**src/rtl/agkf_pkg.sv**
```systemverilog
// Shared types, constants and helpers for the angle/bias filter core.
// No dependencies; used by agkf_mul, agkf_div and the top level.
`default_nettype none

package agkf_pkg;

  localparam int unsigned AXES_DEF  = 3;
  localparam int unsigned CFG_W     = 24;
  localparam int unsigned CFG_IDX_W = 2;
  localparam int unsigned DATA_W    = 32;
  localparam int unsigned AXIS_W    = 2;

  // Register indexes on the configuration port
  localparam logic [CFG_IDX_W-1:0] CFG_Q  = 2'd0;
  localparam logic [CFG_IDX_W-1:0] CFG_R  = 2'd1;
  localparam logic [CFG_IDX_W-1:0] CFG_DT = 2'd2;

  localparam logic [CFG_W-1:0] Q_RST  = 24'd33554;
  localparam logic [CFG_W-1:0] R_RST  = 24'd16777;
  localparam logic [CFG_W-1:0] DT_RST = 24'd41943;

  localparam logic signed [DATA_W-1:0] ONE_Q30 = 32'sh4000_0000;

  localparam int unsigned MUL_A_W = 34;
  localparam int unsigned MUL_B_W = 33;
  localparam int unsigned MUL_R_W = 36;
  localparam int unsigned SUM_W   = 38;

  typedef struct packed {
    logic                        start;
    logic                        gain;   // shift by 30 when set, by 24 otherwise
    logic signed [MUL_A_W-1:0]   a;
    logic signed [MUL_B_W-1:0]   b;
  } mul_req_t;

  typedef struct packed {
    logic                       start;
    logic signed [DATA_W-1:0]   num;
    logic        [DATA_W-1:0]   den;
  } div_req_t;

  localparam logic signed [SUM_W-1:0] S32_MAX_W = 38'sh00_7FFF_FFFF;
  localparam logic signed [SUM_W-1:0] S32_MIN_W = 38'sh3F_8000_0000;

  function automatic logic signed [DATA_W-1:0] sat32(input logic signed [SUM_W-1:0] v);
    logic signed [DATA_W-1:0] r;
    if (v > S32_MAX_W) begin
      r = 32'sh7FFF_FFFF;
    end else if (v < S32_MIN_W) begin
      r = 32'sh8000_0000;
    end else begin
      r = v[DATA_W-1:0];
    end
    return r;
  endfunction

endpackage

`default_nettype wire

```
**src/rtl/angle_gyro_bias_kalman_filter_core.sv**
```systemverilog
// An in-range item runs ten bit-serial products (32 multiplier bits each) and two gain
//   divisions (62 dividend bits each). Nonpositive innovation variance skips the gains
//   and the update products; an item with axis >= AXES skips all arithmetic.
// One item in flight: the next item is accepted only once the last result is registered.
// Reset (rst_ni low, asynchronous) loads the register reset values, zeros the angle and
//   bias slots and sets every covariance entry to 1.0 in Q2.30; no clearing pass.
`default_nettype none

module angle_gyro_bias_kalman_filter_core #(
  parameter int unsigned AXES = agkf_pkg::AXES_DEF
) (
  input  wire logic        clk_i,
  input  wire logic        rst_ni,
  // input stream
  input  wire logic        s_axis_tvalid,
  output logic             s_axis_tready,
  input  wire logic [71:0] s_axis_tdata,   // axis[1:0], angle_meas[33:2], rate_meas[65:34]
  // result stream
  output logic             m_axis_tvalid,
  input  wire logic        m_axis_tready,
  output logic [63:0]      m_axis_tdata,   // angle_est[31:0], bias_est[63:32]
  // configuration writes
  input  wire logic                              cfg_valid_i,
  output logic                                   cfg_ready_o,
  input  wire logic [agkf_pkg::CFG_IDX_W-1:0]    cfg_index_i,
  input  wire logic [agkf_pkg::CFG_W-1:0]        cfg_data_i
);

  localparam int unsigned IW = (AXES > 1) ? $clog2(AXES) : 1;

  // Sequencer: predict products, innovation check, gains, update products, result
  localparam logic [3:0] ST_IDLE = 4'd0;
  localparam logic [3:0] ST_M0   = 4'd1;   // angle += (rate - bias) * dt
  localparam logic [3:0] ST_M1   = 4'd2;   // P00 += (Q - P01 - P10) * dt
  localparam logic [3:0] ST_M2   = 4'd3;   // P01, P10 += -P11 * dt
  localparam logic [3:0] ST_M3   = 4'd4;   // P11 += Q * dt
  localparam logic [3:0] ST_CHK  = 4'd5;   // S = P00 + R, innovation
  localparam logic [3:0] ST_D0   = 4'd6;   // K0 = P00 / S
  localparam logic [3:0] ST_D1   = 4'd7;   // K1 = P10 / S
  localparam logic [3:0] ST_U0   = 4'd8;   // angle += K0 * y
  localparam logic [3:0] ST_U1   = 4'd9;   // bias  += K1 * y
  localparam logic [3:0] ST_U2   = 4'd10;  // P10 -= K1 * P00
  localparam logic [3:0] ST_U3   = 4'd11;  // P00 -= K0 * P00
  localparam logic [3:0] ST_U4   = 4'd12;  // P11 -= K1 * P01
  localparam logic [3:0] ST_U5   = 4'd13;  // P01 -= K0 * P01
  localparam logic [3:0] ST_OUT  = 4'd14;

  typedef logic signed [31:0] s32_t;

  logic [3:0] state_q, state_d;
  logic       issued_q, issued_d;

  logic [agkf_pkg::CFG_W-1:0] q_cfg_q, r_cfg_q, dt_cfg_q;

  s32_t ang_arr_q  [AXES];
  s32_t bias_arr_q [AXES];
  s32_t p00_arr_q  [AXES];
  s32_t p01_arr_q  [AXES];
  s32_t p10_arr_q  [AXES];
  s32_t p11_arr_q  [AXES];

  // Working copy of one slot
  s32_t ang_q, bias_q, p00_q, p01_q, p10_q, p11_q;
  s32_t z_q, rate_q, y_q, k0_q, k1_q;
  logic [31:0] s_q;
  logic        ax_ok_q;
  logic [IW-1:0] idx_q;

  logic        out_valid_q;
  s32_t        out_ang_q, out_bias_q;

  // Serial arithmetic units
  agkf_pkg::mul_req_t mul_req;
  agkf_pkg::div_req_t div_req;
  logic               mul_done, div_done;
  logic signed [agkf_pkg::MUL_R_W-1:0] mul_res;
  s32_t               div_quo;

  agkf_mul u_mul (
    .clk_i  (clk_i),
    .rst_ni (rst_ni),
    .req_i  (mul_req),
    .done_o (mul_done),
    .res_o  (mul_res)
  );

  agkf_div u_div (
    .clk_i  (clk_i),
    .rst_ni (rst_ni),
    .req_i  (div_req),
    .done_o (div_done),
    .quo_o  (div_quo)
  );

  // Input fields
  logic [3:0]    axis_ext;
  logic          in_ok;
  logic [IW-1:0] in_idx;
  logic          in_acc;

  assign axis_ext = {2'b00, s_axis_tdata[1:0]};
  assign in_ok    = axis_ext < 4'(AXES);
  assign in_idx   = axis_ext[IW-1:0];
  assign in_acc   = s_axis_tvalid && s_axis_tready;

  // Q and R in Q2.30
  logic [29:0] q30, r30;
  assign q30 = {q_cfg_q, 6'd0};
  assign r30 = {r_cfg_q, 6'd0};

  logic is_mul, is_div;
  assign is_mul = (state_q == ST_M0) || (state_q == ST_M1) || (state_q == ST_M2) ||
                  (state_q == ST_M3) || (state_q == ST_U0) || (state_q == ST_U1) ||
                  (state_q == ST_U2) || (state_q == ST_U3) || (state_q == ST_U4) ||
                  (state_q == ST_U5);
  assign is_div = (state_q == ST_D0) || (state_q == ST_D1);

  // Operand selection for the multiplier, and the value the product folds into
  logic signed [33:0] mul_a;
  logic signed [32:0] mul_b;
  logic               mul_gain, mul_sub;
  s32_t               mul_base;

  always_comb begin
    mul_a    = 34'(ang_q);
    mul_b    = {9'd0, dt_cfg_q};
    mul_gain = 1'b0;
    mul_sub  = 1'b0;
    mul_base = ang_q;
    case (state_q)
      ST_M0: begin
        mul_a    = 34'(rate_q) - 34'(bias_q);
        mul_base = ang_q;
      end
      ST_M1: begin
        mul_a    = $signed({4'd0, q30}) - 34'(p01_q) - 34'(p10_q);
        mul_base = p00_q;
      end
      ST_M2: begin
        mul_a    = -34'(p11_q);
        mul_base = p01_q;
      end
      ST_M3: begin
        mul_a    = $signed({4'd0, q30});
        mul_base = p11_q;
      end
      ST_U0: begin
        mul_a = 34'(k0_q); mul_b = 33'(y_q); mul_gain = 1'b1; mul_base = ang_q;
      end
      ST_U1: begin
        mul_a = 34'(k1_q); mul_b = 33'(y_q); mul_gain = 1'b1; mul_base = bias_q;
      end
      ST_U2: begin
        mul_a = 34'(k1_q); mul_b = 33'(p00_q); mul_gain = 1'b1; mul_sub = 1'b1;
        mul_base = p10_q;
      end
      ST_U3: begin
        mul_a = 34'(k0_q); mul_b = 33'(p00_q); mul_gain = 1'b1; mul_sub = 1'b1;
        mul_base = p00_q;
      end
      ST_U4: begin
        mul_a = 34'(k1_q); mul_b = 33'(p01_q); mul_gain = 1'b1; mul_sub = 1'b1;
        mul_base = p11_q;
      end
      ST_U5: begin
        mul_a = 34'(k0_q); mul_b = 33'(p01_q); mul_gain = 1'b1; mul_sub = 1'b1;
        mul_base = p01_q;
      end
      default: begin
      end
    endcase
  end

  assign mul_req.start = is_mul && !issued_q;
  assign mul_req.gain  = mul_gain;
  assign mul_req.a     = mul_a;
  assign mul_req.b     = mul_b;

  assign div_req.start = is_div && !issued_q;
  assign div_req.num   = (state_q == ST_D1) ? p10_q : p00_q;
  assign div_req.den   = s_q;

  // Fold the finished product into its target, saturated
  s32_t upd, upd2;
  logic signed [agkf_pkg::SUM_W-1:0] base_w, res_w;
  assign base_w = agkf_pkg::SUM_W'(mul_base);
  assign res_w  = agkf_pkg::SUM_W'(mul_res);
  assign upd    = agkf_pkg::sat32(mul_sub ? (base_w - res_w) : (base_w + res_w));
  // P10 picks up the same -P11*dt term as P01
  assign upd2   = agkf_pkg::sat32(agkf_pkg::SUM_W'(p10_q) + res_w);

  // Innovation variance and innovation from the predicted values
  logic signed [33:0] s_w;
  logic               s_pos;
  s32_t               y_w;
  assign s_w   = 34'(p00_q) + $signed({4'd0, r30});
  assign s_pos = !s_w[33] && (s_w != '0);
  assign y_w   = agkf_pkg::sat32(agkf_pkg::SUM_W'(z_q) - agkf_pkg::SUM_W'(ang_q));

  logic out_free;
  assign out_free = !out_valid_q || m_axis_tready;

  // Next state
  always_comb begin
    state_d  = state_q;
    issued_d = issued_q;
    if ((is_mul && mul_req.start) || (is_div && div_req.start)) begin
      issued_d = 1'b1;
    end
    unique case (state_q)
      ST_IDLE: if (in_acc) state_d = in_ok ? ST_M0 : ST_OUT;
      ST_M0:   if (mul_done) begin state_d = ST_M1; issued_d = 1'b0; end
      ST_M1:   if (mul_done) begin state_d = ST_M2; issued_d = 1'b0; end
      ST_M2:   if (mul_done) begin state_d = ST_M3; issued_d = 1'b0; end
      ST_M3:   if (mul_done) begin state_d = ST_CHK; issued_d = 1'b0; end
      ST_CHK:  state_d = s_pos ? ST_D0 : ST_OUT;
      ST_D0:   if (div_done) begin state_d = ST_D1; issued_d = 1'b0; end
      ST_D1:   if (div_done) begin state_d = ST_U0; issued_d = 1'b0; end
      ST_U0:   if (mul_done) begin state_d = ST_U1; issued_d = 1'b0; end
      ST_U1:   if (mul_done) begin state_d = ST_U2; issued_d = 1'b0; end
      ST_U2:   if (mul_done) begin state_d = ST_U3; issued_d = 1'b0; end
      ST_U3:   if (mul_done) begin state_d = ST_U4; issued_d = 1'b0; end
      ST_U4:   if (mul_done) begin state_d = ST_U5; issued_d = 1'b0; end
      ST_U5:   if (mul_done) begin state_d = ST_OUT; issued_d = 1'b0; end
      ST_OUT:  if (out_free) state_d = ST_IDLE;
      default: state_d = ST_IDLE;
    endcase
  end

  always_ff @(posedge clk_i or negedge rst_ni) begin
    if (!rst_ni) begin
      state_q  <= ST_IDLE;
      issued_q <= 1'b0;
    end else begin
      state_q  <= state_d;
      issued_q <= issued_d;
    end
  end

  // Configuration registers; an index beyond the list is dropped
  always_ff @(posedge clk_i or negedge rst_ni) begin
    if (!rst_ni) begin
      q_cfg_q  <= agkf_pkg::Q_RST;
      r_cfg_q  <= agkf_pkg::R_RST;
      dt_cfg_q <= agkf_pkg::DT_RST;
    end else if (cfg_valid_i) begin
      unique case (cfg_index_i)
        agkf_pkg::CFG_Q:  q_cfg_q  <= cfg_data_i;
        agkf_pkg::CFG_R:  r_cfg_q  <= cfg_data_i;
        agkf_pkg::CFG_DT: dt_cfg_q <= cfg_data_i;
        default: begin
        end
      endcase
    end
  end

  // Working registers: load the slot, then advance through the step
  always_ff @(posedge clk_i) begin
    case (state_q)
      ST_IDLE: begin
        if (in_acc) begin
          z_q     <= s_axis_tdata[33:2];
          rate_q  <= s_axis_tdata[65:34];
          ax_ok_q <= in_ok;
          idx_q   <= in_idx;
          if (in_ok) begin
            ang_q  <= ang_arr_q[in_idx];
            bias_q <= bias_arr_q[in_idx];
            p00_q  <= p00_arr_q[in_idx];
            p01_q  <= p01_arr_q[in_idx];
            p10_q  <= p10_arr_q[in_idx];
            p11_q  <= p11_arr_q[in_idx];
          end else begin
            ang_q  <= '0;
            bias_q <= '0;
          end
        end
      end
      ST_M0, ST_U0: if (mul_done) ang_q <= upd;
      ST_M1, ST_U3: if (mul_done) p00_q <= upd;
      ST_M2: begin
        if (mul_done) begin
          p01_q <= upd;
          p10_q <= upd2;
        end
      end
      ST_M3, ST_U4: if (mul_done) p11_q <= upd;
      ST_CHK: begin
        s_q <= s_w[31:0];
        y_q <= y_w;
      end
      ST_D0: if (div_done) k0_q <= div_quo;
      ST_D1: if (div_done) k1_q <= div_quo;
      ST_U1: if (mul_done) bias_q <= upd;
      ST_U2: if (mul_done) p10_q <= upd;
      ST_U5: if (mul_done) p01_q <= upd;
      default: begin
      end
    endcase
  end

  // Per-axis state: write back when the result leaves the sequencer
  always_ff @(posedge clk_i or negedge rst_ni) begin
    if (!rst_ni) begin
      for (int i = 0; i < AXES; i++) begin
        ang_arr_q[i]  <= '0;
        bias_arr_q[i] <= '0;
        p00_arr_q[i]  <= agkf_pkg::ONE_Q30;
        p01_arr_q[i]  <= agkf_pkg::ONE_Q30;
        p10_arr_q[i]  <= agkf_pkg::ONE_Q30;
        p11_arr_q[i]  <= agkf_pkg::ONE_Q30;
      end
    end else if ((state_q == ST_OUT) && out_free && ax_ok_q) begin
      ang_arr_q[idx_q]  <= ang_q;
      bias_arr_q[idx_q] <= bias_q;
      p00_arr_q[idx_q]  <= p00_q;
      p01_arr_q[idx_q]  <= p01_q;
      p10_arr_q[idx_q]  <= p10_q;
      p11_arr_q[idx_q]  <= p11_q;
    end
  end

  // Output register: hold the result until the transaction completes
  always_ff @(posedge clk_i or negedge rst_ni) begin
    if (!rst_ni) begin
      out_valid_q <= 1'b0;
    end else if ((state_q == ST_OUT) && out_free) begin
      out_valid_q <= 1'b1;
    end else if (m_axis_tready) begin
      out_valid_q <= 1'b0;
    end
  end

  always_ff @(posedge clk_i) begin
    if ((state_q == ST_OUT) && out_free) begin
      out_ang_q  <= ang_q;
      out_bias_q <= bias_q;
    end
  end

  assign s_axis_tready = (state_q == ST_IDLE);
  assign m_axis_tvalid = out_valid_q;
  assign m_axis_tdata  = {out_bias_q, out_ang_q};
  assign cfg_ready_o   = 1'b1;

endmodule

`default_nettype wire

```
**src/rtl/agkf_mul.sv**
```systemverilog
// Bit-serial signed multiplier with round-half-away right shift by 24 or 30.
// Depends on agkf_pkg.
`default_nettype none

module agkf_mul (
  input  wire logic                                 clk_i,
  input  wire logic                                 rst_ni,
  input  wire agkf_pkg::mul_req_t                   req_i,
  output logic                                      done_o,
  output logic signed [agkf_pkg::MUL_R_W-1:0]       res_o
);

  localparam int unsigned AW = agkf_pkg::MUL_A_W;
  localparam int unsigned PW = AW + 32;

  logic          busy_q, busy_d, fin_q, fin_d, done_q, done_d;
  logic [4:0]    cnt_q, cnt_d;
  logic [AW-1:0] ma_q, ma_d;
  logic [31:0]   mb_q, mb_d;
  logic [PW-1:0] p_q, p_d;
  logic          neg_q, neg_d, gain_q, gain_d;
  logic signed [agkf_pkg::MUL_R_W-1:0] res_q, res_d;

  logic [AW:0]   step_sum;
  logic [agkf_pkg::MUL_R_W-1:0] mag;
  logic [AW-1:0] abs_a;
  logic [agkf_pkg::MUL_B_W-1:0] abs_b;

  assign abs_a    = req_i.a[AW-1] ? AW'(-req_i.a) : AW'(req_i.a);
  assign abs_b    = req_i.b[agkf_pkg::MUL_B_W-1] ? agkf_pkg::MUL_B_W'(-req_i.b)
                                                 : agkf_pkg::MUL_B_W'(req_i.b);
  // Add the multiplicand into the upper half when the current multiplier bit is set
  assign step_sum = {1'b0, p_q[PW-1:32]} + (mb_q[0] ? {1'b0, ma_q} : '0);
  assign mag      = gain_q ? (p_q[65:30] + {35'd0, p_q[29]})
                           : (p_q[59:24] + {35'd0, p_q[23]});

  always_comb begin
    busy_d = busy_q;
    fin_d  = 1'b0;
    done_d = 1'b0;
    cnt_d  = cnt_q;
    ma_d   = ma_q;
    mb_d   = mb_q;
    p_d    = p_q;
    neg_d  = neg_q;
    gain_d = gain_q;
    res_d  = res_q;
    if (req_i.start) begin
      busy_d = 1'b1;
      cnt_d  = '0;
      ma_d   = abs_a;
      mb_d   = abs_b[31:0];
      p_d    = '0;
      neg_d  = req_i.a[AW-1] ^ req_i.b[agkf_pkg::MUL_B_W-1];
      gain_d = req_i.gain;
    end else if (busy_q) begin
      p_d   = {step_sum, p_q[31:1]};
      mb_d  = {1'b0, mb_q[31:1]};
      cnt_d = cnt_q + 5'd1;
      if (cnt_q == 5'd31) begin
        busy_d = 1'b0;
        fin_d  = 1'b1;
      end
    end else if (fin_q) begin
      res_d  = neg_q ? -$signed(mag) : $signed(mag);
      done_d = 1'b1;
    end
  end

  always_ff @(posedge clk_i or negedge rst_ni) begin
    if (!rst_ni) begin
      busy_q <= 1'b0;
      fin_q  <= 1'b0;
      done_q <= 1'b0;
      cnt_q  <= '0;
    end else begin
      busy_q <= busy_d;
      fin_q  <= fin_d;
      done_q <= done_d;
      cnt_q  <= cnt_d;
    end
  end

  always_ff @(posedge clk_i) begin
    ma_q   <= ma_d;
    mb_q   <= mb_d;
    p_q    <= p_d;
    neg_q  <= neg_d;
    gain_q <= gain_d;
    res_q  <= res_d;
  end

  assign done_o = done_q;
  assign res_o  = res_q;

endmodule

`default_nettype wire

```
**src/rtl/agkf_div.sv**
```systemverilog
// Bit-serial restoring divider for gains: sat32((num * 2^30) / den), den > 0.
// Depends on agkf_pkg.
`default_nettype none

module agkf_div (
  input  wire logic                                clk_i,
  input  wire logic                                rst_ni,
  input  wire agkf_pkg::div_req_t                  req_i,
  output logic                                     done_o,
  output logic signed [agkf_pkg::DATA_W-1:0]       quo_o
);

  localparam int unsigned DW = 62;

  logic          busy_q, busy_d, fin_q, fin_d, done_q, done_d;
  logic [5:0]    cnt_q, cnt_d;
  logic [DW-1:0] dd_q, dd_d;
  logic [31:0]   den_q, den_d, rem_q, rem_d;
  logic [32:0]   qt_q, qt_d;
  logic          ovf_q, ovf_d, neg_q, neg_d;
  logic signed [31:0] quo_q, quo_d;

  logic [32:0] sh;
  logic        fits;
  logic [31:0] abs_num;
  logic        big;

  assign abs_num = req_i.num[31] ? 32'(-req_i.num) : 32'(req_i.num);
  assign sh      = {rem_q, dd_q[DW-1]};
  assign fits    = sh >= {1'b0, den_q};
  assign big     = ovf_q | qt_q[32];

  always_comb begin
    busy_d = busy_q;
    fin_d  = 1'b0;
    done_d = 1'b0;
    cnt_d  = cnt_q;
    dd_d   = dd_q;
    den_d  = den_q;
    rem_d  = rem_q;
    qt_d   = qt_q;
    ovf_d  = ovf_q;
    neg_d  = neg_q;
    quo_d  = quo_q;
    if (req_i.start) begin
      busy_d = 1'b1;
      cnt_d  = '0;
      dd_d   = {abs_num, 30'd0};
      den_d  = req_i.den;
      rem_d  = '0;
      qt_d   = '0;
      ovf_d  = 1'b0;
      neg_d  = req_i.num[31];
    end else if (busy_q) begin
      rem_d = fits ? 32'(sh - {1'b0, den_q}) : sh[31:0];
      dd_d  = {dd_q[DW-2:0], 1'b0};
      qt_d  = {qt_q[31:0], fits};
      ovf_d = ovf_q | qt_q[32];
      cnt_d = cnt_q + 6'd1;
      if (cnt_q == 6'(DW - 1)) begin
        busy_d = 1'b0;
        fin_d  = 1'b1;
      end
    end else if (fin_q) begin
      done_d = 1'b1;
      if (neg_q) begin
        if (big || (qt_q[31:0] > 32'h8000_0000)) begin
          quo_d = 32'sh8000_0000;
        end else begin
          quo_d = -$signed(qt_q[31:0]);
        end
      end else begin
        if (big || qt_q[31]) begin
          quo_d = 32'sh7FFF_FFFF;
        end else begin
          quo_d = $signed(qt_q[31:0]);
        end
      end
    end
  end

  always_ff @(posedge clk_i or negedge rst_ni) begin
    if (!rst_ni) begin
      busy_q <= 1'b0;
      fin_q  <= 1'b0;
      done_q <= 1'b0;
      cnt_q  <= '0;
    end else begin
      busy_q <= busy_d;
      fin_q  <= fin_d;
      done_q <= done_d;
      cnt_q  <= cnt_d;
    end
  end

  always_ff @(posedge clk_i) begin
    dd_q  <= dd_d;
    den_q <= den_d;
    rem_q <= rem_d;
    qt_q  <= qt_d;
    ovf_q <= ovf_d;
    neg_q <= neg_d;
    quo_q <= quo_d;
  end

  assign done_o = done_q;
  assign quo_o  = quo_q;

endmodule

`default_nettype wire

```
**config.mk**
```make
export PLATFORM = sky130hd
export DESIGN_NAME = angle_gyro_bias_kalman_filter_core
export DESIGN_NICKNAME = d
export VERILOG_FILES = /design/src/rtl/agkf_pkg.sv /design/src/rtl/angle_gyro_bias_kalman_filter_core.sv /design/src/rtl/agkf_mul.sv /design/src/rtl/agkf_div.sv
export SDC_FILE = /design/constraint.sdc
export NUM_CORES = 2
export LEC_CHECK = 0
export CELL_PAD_IN_SITES_DETAIL_PLACEMENT = 1
export CELL_PAD_IN_SITES_GLOBAL_PLACEMENT = 1
export CORE_AREA = 2 2 401 403
export DETAILED_ROUTE_END_ITERATION = 12
export DIE_AREA = 0 0 403 405
export DONT_BUFFER_PORTS = 1
export GPL_TIMING_DRIVEN = 0
export PLACE_DENSITY_LB_ADDON = 0.25
export SYNTH_ARGS = -nofsm -noshare
export SYNTH_HDL_FRONTEND = slang
export SYNTH_SLANG_ARGS = --single-unit
export TNS_END_PERCENT = 30
```
**constraint.sdc**
```tcl
create_clock -name clk_i -period 9.06 [get_ports clk_i]
set_input_delay 0.906 -clock clk_i [delete_from_list [all_inputs] [get_ports clk_i]]
set_output_delay 0.906 -clock clk_i [all_outputs]
set_load 0.05 [all_outputs]
```
== After elaboration in Yosys (flattened, before gate mapping) ==
Cells that the tools add are included.

* RAM bits: 0
* Bits in read-only memories: 0
* Bits in latches: 0
* Output and inout port bits: 67
* Memories kept: 0
* Bits in registers: 1455

* Equality and inequality tests: 37
* Multiplexer cells: 117
* Bitwise operators: 8
* Multiply operators: 0
* Div/mod/pow operators: 0
* Shifts and indexed selects: 0
* Magnitude comparators: 12
* Reduce and logical (&&, ||, !) cells: 66
* Add/sub/neg operators: 20

{| class="wikitable"
|+ Operator list
! kind !! number
|-
| $mux 32 || 41
|-
| $bwmux 96 || 6
|-
| $bmux 32 s2 || 6
|-
| $pmux 32 s2 || 5
|-
| $pmux 34 s6 || 1
|-
| $pmux 32 s5 || 1
|-
| $mux 62 || 2
|-
| $pmux 33 s3 || 1
|-
| $neg 32->32 || 3
|-
| $pmux 32 s3 || 1
|-
| $add 32x36->37 || 2
|-
| $add 36x1->36 || 2
|-
| $mux 36 || 2
|-
| $sub 32x32->33 || 2
|-
| $demux 32 s2 || 1
|-
| $mux 4 || 16
|-
| $pmux 4 s15 || 1
|-
| $gt 38x32->1 const B || 1
|-
| $lt 38x32->1 const B || 1
|-
| $mux 38 || 1
|-
| $gt 37x32->1 const B || 1
|-
| $lt 37x32->1 const B || 1
|-
| $sub 32x36->37 || 1
|-
| $ne 2x1->1 const B || 18
|-
| other kinds (54) || 143
|}

== Logic depth before layout (Yosys ltp) ==
* Depth after elaboration: 16
* Mapped depth: 26
* Mapped depth without buffers: 22

== Hierarchy ==
Synthesis repeated with hierarchy kept, for this count alone.

* Cell total of the unflattened synthesis: 7808
* Area, all modules: 80038.0 um^2

{| class="wikitable"
|+ By module, submodules not included
! module !! instances !! area each (um^2) !! cells an instance !! seq. area each (um^2)
|-
| angle_gyro_bias_kalman_filter_core || 1 || 58906.5 || 5495 || 29948.7
|-
| agkf_mul || 1 || 11118.2 || 1213 || 4184.0
|-
| agkf_div || 1 || 10013.4 || 1100 || 4459.3
|}

== Least setup slack after synthesis ==
Ideal clock, no wire load.

* Path type: flip-flop to flip-flop
* Start: reg state_q[3]
* End: reg p01_arr_q[32] (netlist bit)
* Path slack: 2429 ps
* Cell stages (with the launch flop): 14
* Arrival: 6506 ps
* Path through: dfrtp_1 > clkbuf_1 > buf_2 > buf_2 > buf_2 > buf_1 > buf_1 > nand3_1 > nor2b_1 > nand2_1 > nor3b_1 > clkbuf_1 > clkbuf_1 > mux2_2

* Word-level cells in the longest chain between the ends: 3

{| class="wikitable"
|+ Ends and longest elaborated chain
! item !! line !! RTL
|-
| from (decl) || angle_gyro_bias_kalman_filter_core.sv:50 || <nowiki>logic [3:0] state_q, state_d;</nowiki>
|-
| from (signal assigned) || angle_gyro_bias_kalman_filter_core.sv:235 || <nowiki>state_q <= state_d;</nowiki>
|-
| $eq 4x4->1 || angle_gyro_bias_kalman_filter_core.sv:313 || <nowiki>end else if ((state_q == ST_OUT) && out_free && ax_ok_q) begin</nowiki>
|-
| $logic_and 1x1->1 (2 in series) || angle_gyro_bias_kalman_filter_core.sv:313 ||
|-
| to (signal, indexed assignment) || angle_gyro_bias_kalman_filter_core.sv:309 || <nowiki>p01_arr_q[i] <= agkf_pkg::ONE_Q30;</nowiki>
|-
| to (signal, indexed assignment) || angle_gyro_bias_kalman_filter_core.sv:317 || <nowiki>p01_arr_q[idx_q] <= p01_q;</nowiki>
|-
| to (decl) || angle_gyro_bias_kalman_filter_core.sv:58 || <nowiki>s32_t p01_arr_q [AXES];</nowiki>
|}

No other way between the ends.
A chain may end at the register's enable or synchronous reset.

== Worst setup path in the final report ==
* Start: reg state_q[3]
* End: reg ang_q[2] (data pin)

* Word-level cells in the longest chain between the ends: 10
* Elaborated cells on any way between the ends: 27
* Those cells by class: add/sub (2); order compare (2); eq/ne (10); mux (7); reduce/logical (6)

{| class="wikitable"
|+ Ends and longest elaborated chain
! item !! line !! RTL
|-
| $eq 4x2->1, or another cell as far along || angle_gyro_bias_kalman_filter_core.sv:130 || <nowiki>case (state_q)</nowiki>
|-
| $reduce_or 2->1 (no line) || -- ||
|-
| $pmux 32 s5 || angle_gyro_bias_kalman_filter_core.sv:130 ||
|-
| $add 32x36->37 or $sub 32x36->37 (tied branches) || angle_gyro_bias_kalman_filter_core.sv:188 || <nowiki>assign upd = agkf_pkg::sat32(mul_sub ? (base_w - res_w) : (base_w + res_w));</nowiki>
|-
| $mux 38 || angle_gyro_bias_kalman_filter_core.sv:188 ||
|-
| $lt 38x32->1 || agkf_pkg.sv:49 || <nowiki>end else if (v < S32_MIN_W) begin</nowiki>
|-
| $mux 32 || agkf_pkg.sv:49 ||
|-
| $mux 32 || agkf_pkg.sv:47 || <nowiki>if (v > S32_MAX_W) begin</nowiki>
|-
| $mux 32 || angle_gyro_bias_kalman_filter_core.sv:279 || <nowiki>ST_M0, ST_U0: if (mul_done) ang_q <= upd;</nowiki>
|-
| $pmux 32 s2 * || angle_gyro_bias_kalman_filter_core.sv:259 || <nowiki>case (state_q)</nowiki>
|-
| to (signal assigned) || angle_gyro_bias_kalman_filter_core.sv:267 || <nowiki>ang_q <= ang_arr_q[in_idx];</nowiki>
|-
| to (signal assigned) || angle_gyro_bias_kalman_filter_core.sv:279 ||
|-
| to (decl) || angle_gyro_bias_kalman_filter_core.sv:63 || <nowiki>s32_t ang_q, bias_q, p00_q, p01_q, p10_q, p11_q;</nowiki>
|}

Every way passes the cells marked *; elsewhere a longest branch is shown, timed or not. The select of a mux whose other input is x is not followed.

==> metrics <==
Max clock buf depth=3; TritonCTS clock tree=done; CP Cell Sequence=clkbuf_1 -> clkinv_1 -> nor3_4 -> clkbuf_1 -> clkdlybuf4s15_1 -> a22oi_1 -> o2111ai_1 -> ha_1 -> or2_2 -> o22a_1 -> a311oi_2 -> o41ai_4 -> a21oi_2 -> o41ai_1 -> xor2_2 -> buf_8 -> nor2_1 -> clkbuf_2 -> a21oi_2 -> buf_8 -> a21oi_1; largest cells by area after synthesis=edfxtp_1 (24%), dfrtp_1 (19%), mux2_2 (7.5%), ha_1 (4.3%), mux2i_1 (4.1%); Avg Inst Size Synth=10.27 um^2; Die ar.=163200 um^2; most common flop cell mapped by yosys=edfxtp_1; vias in the first global route=73460; first-pass GRT wire length=557.1 mm; Final Util=0.5783; CTS clk-pin slew, worst paths=0.06 ns; Post-Place Cells=10120; layout cells sized above 1=0.1285; H-tree Lvls=4; Slew Limit Fails=88; Floorplan Core Area=159300 um^2; Sum Neg Setup Slack=-0.1529 ns; status=finished with violations; Design Area, Final=92110 um^2; DRC viols=0; clock skew=0.03924 ns; gr usage total=0.4842; WL final=402.7 mm; hpwl dp=302.3 mm; Slew @ Worst Pin=1.707 ns; Final WS setup=-0.03507 ns; # port buffers=0; Final ANT Viol Nets=0; Slew HR=-0.1381; initial antenna violation count=63; type of destination of the critical path=flip-flop; Fmax=110.0 MHz; TritonCTS Buffers=157; Required @ worst endpoint=9.64 ns; post-synth cell types=105; Worst-Skew Late Latency=0.87 ns; largest area contributor in the netlist=edfxtp_1; synthesized cell area=82060 um^2; Worst path max stage delay=0.84 ns; total grt overflow=0; Min-Delay Path Class=in2async; Yosys top cell area share=0.2386; Mapped Cells=7987; Register Area=38590 um^2; failing checks=max-capacitance violations, max-slew violations, negative setup slack; clock sinks=1432; row cnt=147; YS warnings=0; Worst Path Buf+Inv=7; Final Hold Viols=0; crit start category=flip-flop; Non-Filler Instances=10520; Setup CP Type=reg2reg; Synth Net Count=8403; Area Overhead vs Synth=12.24%; cell area after placement=86070 um^2; WL/cell=38.29 um; # fillers=17030; worst-path fanout max=10; Worst EP arrival=9.67 ns; starting density of the core=0.5152; Ports=170; multi-input logic area=41040 um^2; fin crit share=1.004; die width=403 um; post-synthesis sequential area ratio=0.4703; Via-to-Cell Ratio=6.997; # setup viols final=6; MaxCap Viol Count=8; register bit total from synthesis=1432; routed vias=73590; die span in y=405 um; Period minus WS final=9.095 ns; number of synthesized flops with an enable pin=652; post-layout net count=8630; DRT iter0 DRCs=8293; Slowest-stage cell, CP=clkdlybuf4s15_1; 1st-pass router iterations=6; largest net degree at the start of global routing=672; CTS root buffer=clkbuf_16; FFs w/ async S/R, synth=0.4686; RD Place Congestion=1.102; Crit path max-delay family=buffers and inverters
==> area by class of cell <==
cell class / count / area share
inverter: 295 / 0.01205
clock buffer: 219 / 0.04808
timing repair buffer: 71 / 0.01432
sequential: 1432 / 0.4190
antenna: 80 / 0.002174
tap: 2086 / 0.02834
clock inverter: 77 / 0.01047
multi-input combinational: 5799 / 0.4456
buffer: 458 / 0.01997
==> synth_stat cells, types with 196 or more instances <==
cell and number:
a211oi_1 196, ha_1 281, a21oi_1 607, inv_1 289
edfxtp_1 652, dfrtp_1 639, nand2_1 614, o21ai_0 534
mux2i_1 338, mux2_2 546, clkbuf_1 401, nor2_1 624
xnor2_1 251
==> flip-flops by register name (all words and copies together) (netlist names), 33 cells and up <==
signal / count
p11_arr_q: 96
p00_arr_q: 96
p01_arr_q: 96
u_mul.p_q: 43
u_mul.res_o: 36
ang_arr_q: 96
bias_arr_q: 96
p10_arr_q: 96
u_mul.ma_q: 34
u_div.qt_q: 33
==> placed cells by master (no fill, tap or decap), drive strengths merged, types with 197 or more instances in the layout <==
cell type    n
a211oi     197
a21oi      607
clkbuf     622
dfrtp      639
edfxtp     652
ha         281
inv        301
mux2       546
mux2i      338
nand2      615
nor2       624
o21ai      550
xnor2      251
==> worst paths after layout <==
| check | startpoint | endpoint | slack, ns | cells past startpoint |
|---|---|---|---|---|
| setup / recovery | state_q[3] | ang_q[2] | -0.04 | 21 |
| hold / removal | rst_ni | p00_arr_q[82] | 0.02 | 1 |
| setup reg to reg | state_q[3] | ang_q[2] | -0.04 | 21 |
| hold reg to reg | s_q[1] | u_div.den_q[1] | 0.41 | 0 |
| max in group asynchronous | rst_ni | ang_arr_q[29] | 6.64 | 3 |
| min in group clk_i | s_axis_tdata[47] | rate_q[13] | 0.14 | 0 |
==> stage by stage <==
| stage | worst slack, ns | hold WS (ns) |
|---|---|---|
| finish | -0.03507 | 0.01931 |
| global route | -0.02258 | 0.05134 |
| CTS | 0.05082 | -0.2034 |
| detailed placement | -2.706 | 0.4063 |
| global placement | -4.620 | 0.4024 |
| floorplan | 2.429 | 0.4003 |
==> what timing repair did <==
item / 4_1_cts / 5_1_grt
setup endpoints to repair: 192 / 149
pin swaps: 1 / 4
gates resized for setup: 16 / 7
endpoints found under the hold margin: 441 / 143
setup buffers: 5 / 8
==> routing by layer <==
layer,up-vias,routed length [um],GRT usage
li1,29980,-,-
met1,37410,149500,0.5899
met4,32,35110,0.3666
met2,4807,170000,0.6978
met5,-,200,0
met3,1358,47820,0.1787
==> logic make-up (layout without fill, tap and decap cells) <==
| family | Yosys count | after routing | synth area share |
|---|---|---|---|
| and+or+nand+nor | 2022 | 2022 | 0.1158 |
| AOI/OAI and AO/OA | 2140 | 2140 | 0.1647 |
| DFF | 1432 | 1432 | 0.4703 |
| xor gates and xnor gates | 434 | 434 | 0.04632 |
| adders and majority gates | 318 | 318 | 0.05126 |
| muxes | 884 | 884 | 0.1161 |
| other | 1 | 81 | 0.00004570 |
| buffers and inverters | 756 | 1120 | 0.03552 |
Power is left out: the tool's default activity adds up to more than one toggle a clock period on the data nets, which glitch-free logic cannot reach.
